### src/clkmon_pkg.sv
// ----------------------------------------------------------------------------
// Clock frequency monitor package
// Shared widths, constants and types for the monitor core and its units.
// ----------------------------------------------------------------------------
package clkmon_pkg;

  // Field widths
  localparam int unsigned CNT_W   = 32;   // capture count, delta, error
  localparam int unsigned NOM_W   = 26;   // nominal frequency register
  localparam int unsigned SNUM_W  = 16;   // sample number
  localparam int unsigned AVG_W   = 39;   // window average in hundredths
  localparam int unsigned SUM_W   = 36;   // window running sum
  localparam int unsigned NUM_WIN = 4;    // windows of 2, 4, 8, 16 deltas
  localparam int unsigned OUT_W   = SNUM_W + 2 * CNT_W + NUM_WIN * AVG_W + NUM_WIN;

  // History depth exponent default
  localparam int unsigned HIST_EXP_DEF = 4;

  // Nominal register reset value
  localparam logic [NOM_W-1:0] NOM_RESET = NOM_W'(32768);

  // Error scaling: below the limit err*10000/(nom/100), else err*1000/(nom/1000)
  localparam int unsigned KMUL_W       = 14;
  localparam int unsigned LO_NOM_LIMIT = 100000;
  localparam logic [KMUL_W-1:0] K_LO   = KMUL_W'(10000);
  localparam logic [KMUL_W-1:0] K_HI   = KMUL_W'(1000);
  localparam int unsigned PROD_W       = CNT_W + KMUL_W;

  // Shared divider sizing
  localparam int unsigned REM_W     = 17;  // covers nom/1000 for a 26-bit nom
  localparam int unsigned ITER_W    = 6;
  localparam logic [REM_W-1:0] DIV_LO = REM_W'(100);
  localparam logic [REM_W-1:0] DIV_HI = REM_W'(1000);
  localparam logic [ITER_W-1:0] QUO_ITER = ITER_W'(CNT_W);

  // Divisor by reciprocal multiplication
  // nom/100 for nom below the limit: (nom * ceil(2^24/100)) >> 24
  // nom/1000 for any 26-bit nom:     (nom * ceil(2^36/1000)) >> 36
  localparam int unsigned NOM_LO_W  = 17;
  localparam int unsigned RCP_LO_W  = 18;
  localparam int unsigned RCP_LO_SH = 24;
  localparam int unsigned RLO_P_W   = NOM_LO_W + RCP_LO_W;
  localparam logic [RCP_LO_W-1:0] RCP_LO = RCP_LO_W'(167773);
  localparam int unsigned RCP_HI_W  = 27;
  localparam int unsigned RCP_HI_SH = 36;
  localparam int unsigned RHI_P_W   = NOM_W + RCP_HI_W;
  localparam logic [RCP_HI_W-1:0] RCP_HI = RCP_HI_W'(68719477);

  // Average scaling
  localparam int unsigned AVG_SCALE = 100;
  localparam int unsigned SCALE_W   = SUM_W + 7;

  // Divider request and response
  typedef struct packed {
    logic              start;
    logic [ITER_W-1:0] iter;
    logic [REM_W-1:0]  rem_init;
    logic [CNT_W-1:0]  dividend;
    logic [REM_W-1:0]  divisor;
  } div_req_t;

  typedef struct packed {
    logic             busy;
    logic             done;
    logic [CNT_W-1:0] quotient;
  } div_rsp_t;

  // Window unit status
  typedef struct packed {
    logic               busy;
    logic [NUM_WIN-1:0] valid;
  } win_stat_t;

  typedef logic [NUM_WIN-1:0][AVG_W-1:0] avg_vec_t;

endpackage

### src/clkmon_div.sv
// ----------------------------------------------------------------------------
// Clock monitor shared divider
// Restoring divider, one quotient bit per cycle, with a preloaded remainder.
// ----------------------------------------------------------------------------
module clkmon_div import clkmon_pkg::*; (
  input  logic     clk_i,
  input  logic     rst_ni,
  input  div_req_t req_i,
  output div_rsp_t rsp_o
);

  logic              busy_q, busy_d;
  logic              done_q, done_d;
  logic [ITER_W-1:0] cnt_q, cnt_d;
  logic [REM_W-1:0]  rem_q, rem_d;
  logic [CNT_W-1:0]  lo_q, lo_d;
  logic [REM_W-1:0]  div_q, div_d;

  logic [REM_W:0] trial;
  logic [REM_W:0] diff;
  logic           ge;

  // One shift-subtract step
  always_comb begin
    trial = {rem_q, lo_q[CNT_W-1]};
    diff  = trial - {1'b0, div_q};
    ge    = (trial >= {1'b0, div_q});
  end

  // Step sequencing
  always_comb begin
    busy_d = busy_q;
    done_d = 1'b0;
    cnt_d  = cnt_q;
    rem_d  = rem_q;
    lo_d   = lo_q;
    div_d  = div_q;
    if (req_i.start) begin
      busy_d = 1'b1;
      cnt_d  = req_i.iter;
      rem_d  = req_i.rem_init;
      lo_d   = req_i.dividend;
      div_d  = req_i.divisor;
    end else if (busy_q) begin
      rem_d = ge ? diff[REM_W-1:0] : trial[REM_W-1:0];
      lo_d  = {lo_q[CNT_W-2:0], ge};
      cnt_d = cnt_q - ITER_W'(1);
      if (cnt_q == ITER_W'(1)) begin
        busy_d = 1'b0;
        done_d = 1'b1;
      end
    end
  end

  always_ff @(posedge clk_i or negedge rst_ni) begin
    if (!rst_ni) begin
      busy_q <= 1'b0;
      done_q <= 1'b0;
      cnt_q  <= '0;
    end else begin
      busy_q <= busy_d;
      done_q <= done_d;
      cnt_q  <= cnt_d;
    end
  end

  // Datapath registers
  always_ff @(posedge clk_i) begin
    rem_q <= rem_d;
    lo_q  <= lo_d;
    div_q <= div_d;
  end

  assign rsp_o.busy     = busy_q;
  assign rsp_o.done     = done_q;
  assign rsp_o.quotient = lo_q;

endmodule

### src/clkmon_win.sv
// ----------------------------------------------------------------------------
// Clock monitor window unit
// Delta history memory and running window sums, updated one window at a time.
// ----------------------------------------------------------------------------
module clkmon_win import clkmon_pkg::*; #(
  parameter int unsigned HIST_EXP = HIST_EXP_DEF
) (
  input  logic             clk_i,
  input  logic             rst_ni,
  input  logic             start_i,
  input  logic [CNT_W-1:0] delta_i,
  output win_stat_t        stat_o,
  output avg_vec_t         avg_o
);

  localparam int unsigned HIST_SIZE = 1 << HIST_EXP;
  localparam int unsigned IDX_W     = $clog2(HIST_EXP);
  localparam int unsigned FILL_W    = HIST_EXP + 1;
  localparam logic [FILL_W-1:0] FILL_MAX = FILL_W'(HIST_SIZE + 1);

  // Sequencer codes
  localparam logic [2:0] W_IDLE = 3'd0;
  localparam logic [2:0] W_RD   = 3'd1;
  localparam logic [2:0] W_ACC  = 3'd2;
  localparam logic [2:0] W_AVG  = 3'd3;
  localparam logic [2:0] W_WR   = 3'd4;

  logic [2:0]          state_q, state_d;
  logic [IDX_W-1:0]    idx_q, idx_d;
  logic [FILL_W-1:0]   fill_q, fill_d;
  logic [HIST_EXP-1:0] wptr_q, wptr_d;
  logic [SUM_W-1:0]    sums_q [HIST_EXP];
  logic [AVG_W-1:0]    avg_q  [HIST_EXP];
  logic [CNT_W-1:0]    delta_q;
  logic [CNT_W-1:0]    rd_q;
  logic [CNT_W-1:0]    hist_mem [HIST_SIZE];

  logic [IDX_W:0]      shamt;
  logic [FILL_W-1:0]   sps;
  logic [HIST_EXP-1:0] rd_addr;
  logic [SUM_W-1:0]    old_val;
  logic [SUM_W-1:0]    sum_next;
  logic [SCALE_W-1:0]  scaled;
  logic [SCALE_W-1:0]  shifted;

  // Window size and oldest slot for the current window
  always_comb begin
    shamt   = {1'b0, idx_q} + (IDX_W+1)'(1);
    sps     = FILL_W'(1) << shamt;
    rd_addr = wptr_q - sps[HIST_EXP-1:0];
    old_val = (fill_q > sps) ? SUM_W'(rd_q) : '0;
    sum_next = sums_q[idx_q] + SUM_W'(delta_q) - old_val;
    scaled  = SCALE_W'(sums_q[idx_q]) * SCALE_W'(AVG_SCALE);
    shifted = scaled >> shamt;
  end

  // Sequencer
  always_comb begin
    state_d = state_q;
    idx_d   = idx_q;
    fill_d  = fill_q;
    wptr_d  = wptr_q;
    unique case (state_q)
      W_IDLE: begin
        if (start_i) begin
          state_d = W_RD;
          idx_d   = '0;
          if (fill_q < FILL_MAX) begin
            fill_d = fill_q + FILL_W'(1);
          end
        end
      end
      W_RD:  state_d = W_ACC;
      W_ACC: state_d = W_AVG;
      W_AVG: begin
        if (idx_q == IDX_W'(HIST_EXP - 1)) begin
          state_d = W_WR;
        end else begin
          idx_d   = idx_q + IDX_W'(1);
          state_d = W_RD;
        end
      end
      W_WR: begin
        wptr_d  = wptr_q + HIST_EXP'(1);
        state_d = W_IDLE;
      end
      default: state_d = W_IDLE;
    endcase
  end

  always_ff @(posedge clk_i or negedge rst_ni) begin
    if (!rst_ni) begin
      state_q <= W_IDLE;
      idx_q   <= '0;
      fill_q  <= '0;
      wptr_q  <= '0;
    end else begin
      state_q <= state_d;
      idx_q   <= idx_d;
      fill_q  <= fill_d;
      wptr_q  <= wptr_d;
    end
  end

  // Running sums start at zero
  always_ff @(posedge clk_i or negedge rst_ni) begin
    if (!rst_ni) begin
      for (int k = 0; k < HIST_EXP; k++) begin
        sums_q[k] <= '0;
      end
    end else if (state_q == W_ACC) begin
      sums_q[idx_q] <= sum_next;
    end
  end

  // Delta latch and averages
  always_ff @(posedge clk_i) begin
    if (state_q == W_IDLE && start_i) begin
      delta_q <= delta_i;
    end
    if (state_q == W_AVG) begin
      avg_q[idx_q] <= (fill_q >= sps) ? shifted[AVG_W-1:0] : '0;
    end
  end

  // History memory: one read port, one write port
  always_ff @(posedge clk_i) begin
    rd_q <= hist_mem[rd_addr];
    if (state_q == W_WR) begin
      hist_mem[wptr_q] <= delta_q;
    end
  end

  // Per-window outputs; absent windows read zero
  for (genvar k = 0; k < NUM_WIN; k++) begin : g_win
    if (k < HIST_EXP) begin : g_on
      assign stat_o.valid[k] = (fill_q >= FILL_W'(2 << k));
      assign avg_o[k]        = avg_q[k];
    end else begin : g_off
      assign stat_o.valid[k] = 1'b0;
      assign avg_o[k]        = '0;
    end
  end

  assign stat_o.busy = (state_q != W_IDLE);

endmodule

### src/clock_frequency_monitor_core.sv
// ----------------------------------------------------------------------------
// Clock frequency monitor core
// Sequencing: a priming item gives no result; every later item passes the
//   error, multiply and quotient states, the 32 quotient steps of the shared
//   divider (skipped when the error saturates) and the output state, which
//   waits for the window unit and output register; new items wait for idle.
// Reset: asynchronous, active low; clears the sequencer, primed flag, counters,
//   window sums and fill, and sets the nominal frequency to 32768.
// ----------------------------------------------------------------------------
module clock_frequency_monitor_core import clkmon_pkg::*; #(
  parameter int unsigned HIST_EXP = HIST_EXP_DEF
) (
  input  logic             clk_i,
  input  logic             rst_ni,
  // Input items
  input  logic             s_axis_tvalid_i,
  output logic             s_axis_tready_o,
  input  logic [CNT_W-1:0] s_axis_tdata_i,   // [31:0] capture_count
  // Result items
  output logic             m_axis_tvalid_o,
  input  logic             m_axis_tready_i,
  output logic [OUT_W-1:0] m_axis_tdata_o,   // [15:0] sample_number,
                                             // [47:16] delta_ticks,
                                             // [79:48] error_ppm,
                                             // [118:80] avg_two_x100,
                                             // [157:119] avg_four_x100,
                                             // [196:158] avg_eight_x100,
                                             // [235:197] avg_sixteen_x100,
                                             // [239:236] window_valid
  // Configuration
  input  logic             cfg_we_i,
  input  logic [NOM_W-1:0] cfg_wdata_i        // nominal clock frequency in Hz
);

  // Sequencer codes
  localparam logic [2:0] ST_IDLE = 3'd0;
  localparam logic [2:0] ST_ERR  = 3'd1;
  localparam logic [2:0] ST_MUL  = 3'd2;
  localparam logic [2:0] ST_QUO  = 3'd3;
  localparam logic [2:0] ST_MAIN = 3'd4;
  localparam logic [2:0] ST_OUT  = 3'd5;

  logic [2:0]        state_q, state_d;
  logic              primed_q;
  logic [CNT_W-1:0]  prev_q;
  logic [SNUM_W-1:0] interval_q;
  logic [NOM_W-1:0]  nom_q;
  logic              out_valid_q;
  logic [OUT_W-1:0]  out_data_q;

  logic [CNT_W-1:0]  delta_q;
  logic [CNT_W-1:0]  err_q;
  logic [PROD_W-1:0] prod_q;
  logic [REM_W-1:0]  den_q;
  logic [CNT_W-1:0]  ppm_q;

  logic               in_acc;
  logic               item_go;
  logic [CNT_W-1:0]   delta_in;
  logic               lo_mode;
  logic [KMUL_W-1:0]  kmul;
  logic [RLO_P_W-1:0] den_lo_prod;
  logic [RHI_P_W-1:0] den_hi_prod;
  logic [REM_W-1:0]   den_d;
  logic [CNT_W-1:0]   nom_ext;
  logic [CNT_W-1:0]   err_d;
  logic               sat;
  logic               quo_go;
  logic               out_free;
  logic               out_load;

  div_req_t  div_req;
  div_rsp_t  div_rsp;
  win_stat_t win_stat;
  avg_vec_t  avg_vec;

  assign s_axis_tready_o = (state_q == ST_IDLE);
  assign in_acc          = s_axis_tvalid_i && s_axis_tready_o;
  assign item_go         = in_acc && primed_q;
  assign delta_in        = s_axis_tdata_i - prev_q;

  // Error scaling selection, divisor and absolute error
  always_comb begin
    lo_mode     = (nom_q < NOM_W'(LO_NOM_LIMIT));
    kmul        = lo_mode ? K_LO : K_HI;
    den_lo_prod = RLO_P_W'(nom_q[NOM_LO_W-1:0]) * RLO_P_W'(RCP_LO);
    den_hi_prod = RHI_P_W'(nom_q) * RHI_P_W'(RCP_HI);
    den_d       = lo_mode ? REM_W'(den_lo_prod[RLO_P_W-1:RCP_LO_SH])
                          : den_hi_prod[RCP_HI_SH +: REM_W];
    nom_ext = CNT_W'(nom_q);
    err_d   = (delta_q >= nom_ext) ? (delta_q - nom_ext) : (nom_ext - delta_q);
    sat     = ({(REM_W - (PROD_W - CNT_W))'(0), prod_q[PROD_W-1:CNT_W]} >= den_q);
    quo_go  = (state_q == ST_QUO) && !sat;
  end

  // Divider request: quotient pass once the scaled error is ready
  always_comb begin
    div_req.start    = quo_go;
    div_req.iter     = QUO_ITER;
    div_req.rem_init = REM_W'(prod_q[PROD_W-1:CNT_W]);
    div_req.dividend = prod_q[CNT_W-1:0];
    div_req.divisor  = den_q;
  end

  clkmon_div u_div (
    .clk_i  (clk_i),
    .rst_ni (rst_ni),
    .req_i  (div_req),
    .rsp_o  (div_rsp)
  );

  clkmon_win #(
    .HIST_EXP (HIST_EXP)
  ) u_win (
    .clk_i   (clk_i),
    .rst_ni  (rst_ni),
    .start_i (item_go),
    .delta_i (delta_in),
    .stat_o  (win_stat),
    .avg_o   (avg_vec)
  );

  // Output register handoff
  assign out_free = !out_valid_q || m_axis_tready_i;
  assign out_load = (state_q == ST_OUT) && !win_stat.busy && out_free;

  // Item sequencer
  always_comb begin
    state_d = state_q;
    unique case (state_q)
      ST_IDLE: if (item_go) state_d = ST_ERR;
      ST_ERR:  state_d = ST_MUL;
      ST_MUL:  state_d = ST_QUO;
      ST_QUO:  state_d = sat ? ST_OUT : ST_MAIN;
      ST_MAIN: if (div_rsp.done) state_d = ST_OUT;
      ST_OUT:  if (out_load) state_d = ST_IDLE;
      default: state_d = ST_IDLE;
    endcase
  end

  always_ff @(posedge clk_i or negedge rst_ni) begin
    if (!rst_ni) begin
      state_q     <= ST_IDLE;
      primed_q    <= 1'b0;
      prev_q      <= '0;
      interval_q  <= '0;
      nom_q       <= NOM_RESET;
      out_valid_q <= 1'b0;
    end else begin
      state_q <= state_d;
      if (cfg_we_i) begin
        nom_q <= cfg_wdata_i;
      end
      if (in_acc) begin
        primed_q <= 1'b1;
        prev_q   <= s_axis_tdata_i;
      end
      if (item_go) begin
        interval_q <= interval_q + SNUM_W'(1);
      end
      if (out_load) begin
        out_valid_q <= 1'b1;
      end else if (m_axis_tready_i) begin
        out_valid_q <= 1'b0;
      end
    end
  end

  // Datapath registers
  always_ff @(posedge clk_i) begin
    if (item_go) begin
      delta_q <= delta_in;
    end
    err_q  <= err_d;
    prod_q <= PROD_W'(err_q) * PROD_W'(kmul);
    den_q  <= den_d;
    if (state_q == ST_QUO && sat) begin
      ppm_q <= '1;
    end else if (state_q == ST_MAIN && div_rsp.done) begin
      ppm_q <= div_rsp.quotient;
    end
    if (out_load) begin
      out_data_q <= {win_stat.valid, avg_vec[3], avg_vec[2], avg_vec[1], avg_vec[0],
                     ppm_q, delta_q, interval_q};
    end
  end

  assign m_axis_tvalid_o = out_valid_q;
  assign m_axis_tdata_o  = out_data_q;

  // Checks
  a_div_start_idle: assert property (@(posedge clk_i) disable iff (!rst_ni)
    div_req.start |-> !div_rsp.busy)
    else $error("divider started while busy");

  a_win_start_idle: assert property (@(posedge clk_i) disable iff (!rst_ni)
    item_go |-> !win_stat.busy)
    else $error("window unit started while busy");

  a_result_from_out: assert property (@(posedge clk_i) disable iff (!rst_ni)
    $rose(out_valid_q) |-> $past(state_q) == ST_OUT)
    else $error("result raised outside the output step");

  a_sat_all_ones: assert property (@(posedge clk_i) disable iff (!rst_ni)
    (state_q == ST_QUO && sat) |=> ppm_q == '1)
    else $error("saturated error not all ones");

endmodule

### config.mk
export PLATFORM = sky130hd
export DESIGN_NAME = clock_frequency_monitor_core
export DESIGN_NICKNAME = d
export VERILOG_FILES = /design/src/clkmon_pkg.sv /design/src/clkmon_div.sv /design/src/clkmon_win.sv /design/src/clock_frequency_monitor_core.sv
export SDC_FILE = /design/constraint.sdc
export NUM_CORES = 2
export LEC_CHECK = 0
export ABC_AREA = 1
export BUFFER_PORTS_ARGS = -buffer_cell sky130_fd_sc_hd__buf_2
export CAP_MARGIN = 10
export CORE_MARGIN = 3
export CORE_UTILIZATION = 56
export CTS_CLUSTER_SIZE = 14
export DETAILED_ROUTE_END_ITERATION = 16
export PLACE_DENSITY = 0.84
export SYNTH_ARGS = -nofsm -noshare
export SYNTH_HDL_FRONTEND = slang
export SYNTH_HIERARCHICAL = 1
export SYNTH_SLANG_ARGS = --single-unit
### constraint.sdc
create_clock -name clk_i -period 13.7 [get_ports clk_i]
set_clock_uncertainty 0.2 [all_clocks]
set_input_delay 0.685 -clock clk_i [delete_from_list [all_inputs] [get_ports clk_i]]
set_output_delay 0.685 -clock clk_i [all_outputs]
set_load 0.03 [all_outputs]
==> flow_summary.html <==
<table>
<tr><th>Metric</th><th>Value</th></tr>
<tr><th colspan="2">Run status</th></tr>
<tr><td>Status</td><td>complete, no violations</td></tr>
<tr><th colspan="2">Timing</th></tr>
<tr><td>Final worst hold slack</td><td>~0.067 ns</td></tr>
<tr><td>Aggregate negative setup slack</td><td>0 ns</td></tr>
<tr><td>Setup repair after global routing missed its margin</td><td>no</td></tr>
<tr><td>Number of hold violations in the final report</td><td>0</td></tr>
<tr><td>Period minus WS final</td><td>8.24 ns</td></tr>
<tr><td>Ratio of final minimum period to clock period</td><td>60.2%</td></tr>
<tr><td>Tightest Pin Transition</td><td>about 1.2 ns</td></tr>
<tr><td>Max-slew headroom at the worst pin</td><td>between 20% and 30%</td></tr>
<tr><td>Number of pins exceeding their max-slew limit in the final report</td><td>0</td></tr>
<tr><td>Highest achievable clock rate</td><td>approximately 120 MHz</td></tr>
<tr><td>Setup Viol. Count Final</td><td>0</td></tr>
<tr><td>Crit path setup slack, layout</td><td>5.46 ns</td></tr>
<tr><th colspan="2">CTS</th></tr>
<tr><td>Register clock-pin slew on the reported worst setup and hold paths</td><td>roughly 0.070 ns</td></tr>
<tr><td>Clock Path Buffers</td><td>3</td></tr>
<tr><td>Cell at the root of the clock tree</td><td>sky130_fd_sc_hd__clkbuf_16</td></tr>
<tr><td>Insertion delay of the later-clocked pin in the worst-skew pair</td><td>slightly above 0.8 ns</td></tr>
<tr><td>Buffers inserted during post-CTS setup optimization</td><td>0</td></tr>
<tr><td>Num CTS Buffers</td><td>between 100 and 150</td></tr>
<tr><td>Clock sinks</td><td>1439</td></tr>
<tr><td>Number of levels in the clock H-tree</td><td>4</td></tr>
<tr><td>Clock tree from TritonCTS</td><td>yes</td></tr>
<tr><th colspan="2">Drt</th></tr>
<tr><td>Initial DRC Count</td><td>slightly above 7k</td></tr>
<tr><td>TritonRoute pass-1 iters</td><td>8</td></tr>
<tr><td>Via density per instance</td><td>~5.6</td></tr>
<tr><td>Residual antenna-violating net count after detailed routing</td><td>0</td></tr>
<tr><td>Routed WL</td><td>roughly 290 mm</td></tr>
<tr><td>Number of DRC violations after detailed routing</td><td>0</td></tr>
<tr><td>Wire per inst</td><td>between 20 and 25 microns</td></tr>
<tr><td>DR vias</td><td>between 70k and 80k</td></tr>
<tr><th colspan="2">Critical path</th></tr>
<tr><td>Launching element type of the critical path</td><td>register</td></tr>
<tr><td>Arrival time of the worst setup path</td><td>slightly below 9 ns</td></tr>
<tr><td>Largest incremental delay on the critical path</td><td>a little under 0.8 ns</td></tr>
<tr><td>Cell occurring most often along the worst timing path</td><td>sky130_fd_sc_hd__inv_1</td></tr>
<tr><td>Setup CP Type</td><td>reg -&gt; reg</td></tr>
<tr><td>Max Fanout on Critical Path</td><td>around 60</td></tr>
<tr><td>WP data required</td><td>14.18 ns</td></tr>
<tr><td>Kind of end point of the critical path</td><td>register</td></tr>
<tr><td>Slowest cell on the critical path</td><td>sky130_fd_sc_hd__dfrtp_1</td></tr>
<tr><td>R2r setup slk</td><td>roughly 5.5 ns</td></tr>
<tr><th colspan="2">Layout</th></tr>
<tr><td>Area of all sequential standard cells</td><td>roughly 40000 sq um</td></tr>
<tr><td># fillers</td><td>between 10k and 15k</td></tr>
<tr><td>Fraction of layout cells with a size suffix above 1</td><td>~6.6%</td></tr>
<tr><td>Layout net count</td><td>roughly 12k</td></tr>
<tr><td>Area taken by multi-input logic gates</td><td>about 47000 sq um</td></tr>
<tr><td>Syn-to-layout area delta</td><td>9.81%</td></tr>
<tr><td>Design Area, Final</td><td>roughly 100000 sq um</td></tr>
<tr><th colspan="2">Placed design</th></tr>
<tr><td>Detail Placement HPWL</td><td>roughly 220 mm</td></tr>
<tr><td>RePlAce Congestion</td><td>around 1</td></tr>
<tr><td>Post-Place Worst Slack</td><td>5.54 ns</td></tr>
<tr><td>Post-place instance area</td><td>~100000 sq um</td></tr>
<tr><td>Count of buffers from port buffering</td><td>~300</td></tr>
<tr><th colspan="2">Floorplan</th></tr>
<tr><td>Core region area</td><td>168000 sq um</td></tr>
<tr><td>Vert. Die Dim</td><td>around 420 microns</td></tr>
<tr><td>Number of top-level pins</td><td>305</td></tr>
<tr><td>Die extent in x</td><td>about 420 microns</td></tr>
<tr><td>Row cnt</td><td>150</td></tr>
<tr><td>Full die area</td><td>approximately 180000 sq um</td></tr>
<tr><td>Starting utilization of the core area</td><td>between 50% and 60%</td></tr>
<tr><th colspan="2">GRT</th></tr>
<tr><td>Antenna violations before repair</td><td>20</td></tr>
<tr><td>Maximum number of pins on one net before global-route repair</td><td>about 210</td></tr>
<tr><td>Wire length of the first global-routing pass</td><td>roughly 440 mm</td></tr>
<tr><td>Overall global routing resource usage</td><td>between 30% and 40%</td></tr>
<tr><td>Leftover overflow at the end of global routing</td><td>0</td></tr>
<tr><td>Via count of the first global-routing pass</td><td>~73k</td></tr>
<tr><th colspan="2">Yosys</th></tr>
<tr><td>Syn_area_per_cell</td><td>9.38 sq um</td></tr>
<tr><td>Gate Count Post-Synth</td><td>approximately 10k</td></tr>
<tr><td>Warnings, synthesis</td><td>6</td></tr>
<tr><td>Synth Cell Area</td><td>around 96000 sq um</td></tr>
<tr><th colspan="2">Min path</th></tr>
<tr><td>Path type of the worst min-delay path</td><td>in -&gt; reg</td></tr>
<tr><th colspan="2">Run</th></tr>
<tr><td>Max Cap Violations</td><td>0</td></tr>
</table>
[layer usage]
metal  track usage, %  vias to the layer above  share of wire (%)  wire length [microns]
li1                 -                    33500                  -                      -
met1             42.6                    35000                 39                 114000
met2             54.0                     3243                 47                 136000
met3             5.02                      711                7.5                  22000
met4             18.8                        2                6.7                  19400
met5                0                        -             0.0045                     13
[metrics by stage]
| stage | instances | utilization (%) |
|---|---|---|
| 2_1_floorplan | 10200 | - |
| 3_3_place_gp | 12600 | 59.2 |
| 3_5_place_dp | 12600 | 59.2 |
| 4_1_cts | 12900 | 62.3 |
| 5_1_grt | 12900 | 62.3 |
| 6_report | 12900 | 62.3 |
[registers in the layout, summed over array words and instances (netlist names), 6 cells and up]
| name | count |
|---|---|
| ppm_q | 32 |
| u_div/rem_q | 17 |
| u_div/lo_q | 32 |
| delta_q | 32 |
| m_axis_tdata_o | 240 |
| u_win/avg_q | 156 |
| nom_q | 26 |
| u_div/div_q | 17 |
| prev_q | 32 |
| err_q | 32 |
| interval_q | 16 |
| u_div/cnt_q | 6 |
| u_win/sums_q | 144 |
| u_win/hist_mem | 512 |
| u_win/delta_q | 32 |
| prod_q | 43 |
| u_win/rd_q | 32 |
| den_q | 17 |
[final cells by class]
cell class | count | share of cell area (%)
multi-input combinational | 6536 | 44.6
sequential | 1439 | 38.5
inverter | 2014 | 7.21
clock buffer | 202 | 3.85
tap | 2204 | 2.63
timing repair buffer | 408 | 2.32
clock inverter | 71 | 0.784
antenna | 15 | 0.0358
[worst max-delay path: cells and delay by family, from the launching register on]
kind	cells	cell delay, ns
and+or+nand+nor	7	1.26
DFF	1	0.78
AOI/OAI and AO/OA	5	1.24
buffers and inverters	8	1.18
adders and majority gates	8	3.43
[path summary, 6_finish.rpt]
kind | from | end | depth (start not counted)
setup / recovery | nom_q[6] | prod_q[32] | 28
hold / removal | s_axis_tdata_i[4] | prev_q[4] | 3
setup reg to reg | nom_q[6] | prod_q[32] | 28
hold reg to reg | u_win/avg_q[0][20] | m_axis_tdata_o[100] | 0
max in group asynchronous | rst_ni | u_win/sums_q[79] | 4
min in group asynchronous | rst_ni | state_q[0] | 2
[what timing repair did]
| item | 4_1_cts | 5_1_grt |
|---|---|---|
| endpoints found under the hold margin | 80 | 0 |
| gates resized for setup | 0 | 0 |
| hold buffers | 37 | 0 |
[layout by cell type (no fill, tap or decap), types with 50 or more instances in the layout]
cell and instances:
sky130_fd_sc_hd__xor2_1 110, sky130_fd_sc_hd__o21ai_1 53, sky130_fd_sc_hd__inv_1 1994, sky130_fd_sc_hd__dfxtp_1 156, sky130_fd_sc_hd__dfrtp_1 243, sky130_fd_sc_hd__o21ai_0 490
sky130_fd_sc_hd__a21oi_1 526, sky130_fd_sc_hd__nor2_1 638, sky130_fd_sc_hd__ha_1 841, sky130_fd_sc_hd__nor3_1 51, sky130_fd_sc_hd__buf_4 65, sky130_fd_sc_hd__buf_2 303
sky130_fd_sc_hd__nand3_1 352, sky130_fd_sc_hd__fa_1 580, sky130_fd_sc_hd__mux2i_1 161, sky130_fd_sc_hd__a31oi_1 50, sky130_fd_sc_hd__nand4_1 66, sky130_fd_sc_hd__nand2_1 2171
sky130_fd_sc_hd__clkbuf_16 149, sky130_fd_sc_hd__edfxtp_1 1038, sky130_fd_sc_hd__o211ai_1 80
Power is left out: the tool's default activity adds up to more than one toggle a clock period on the data nets, which glitch-free logic cannot reach.
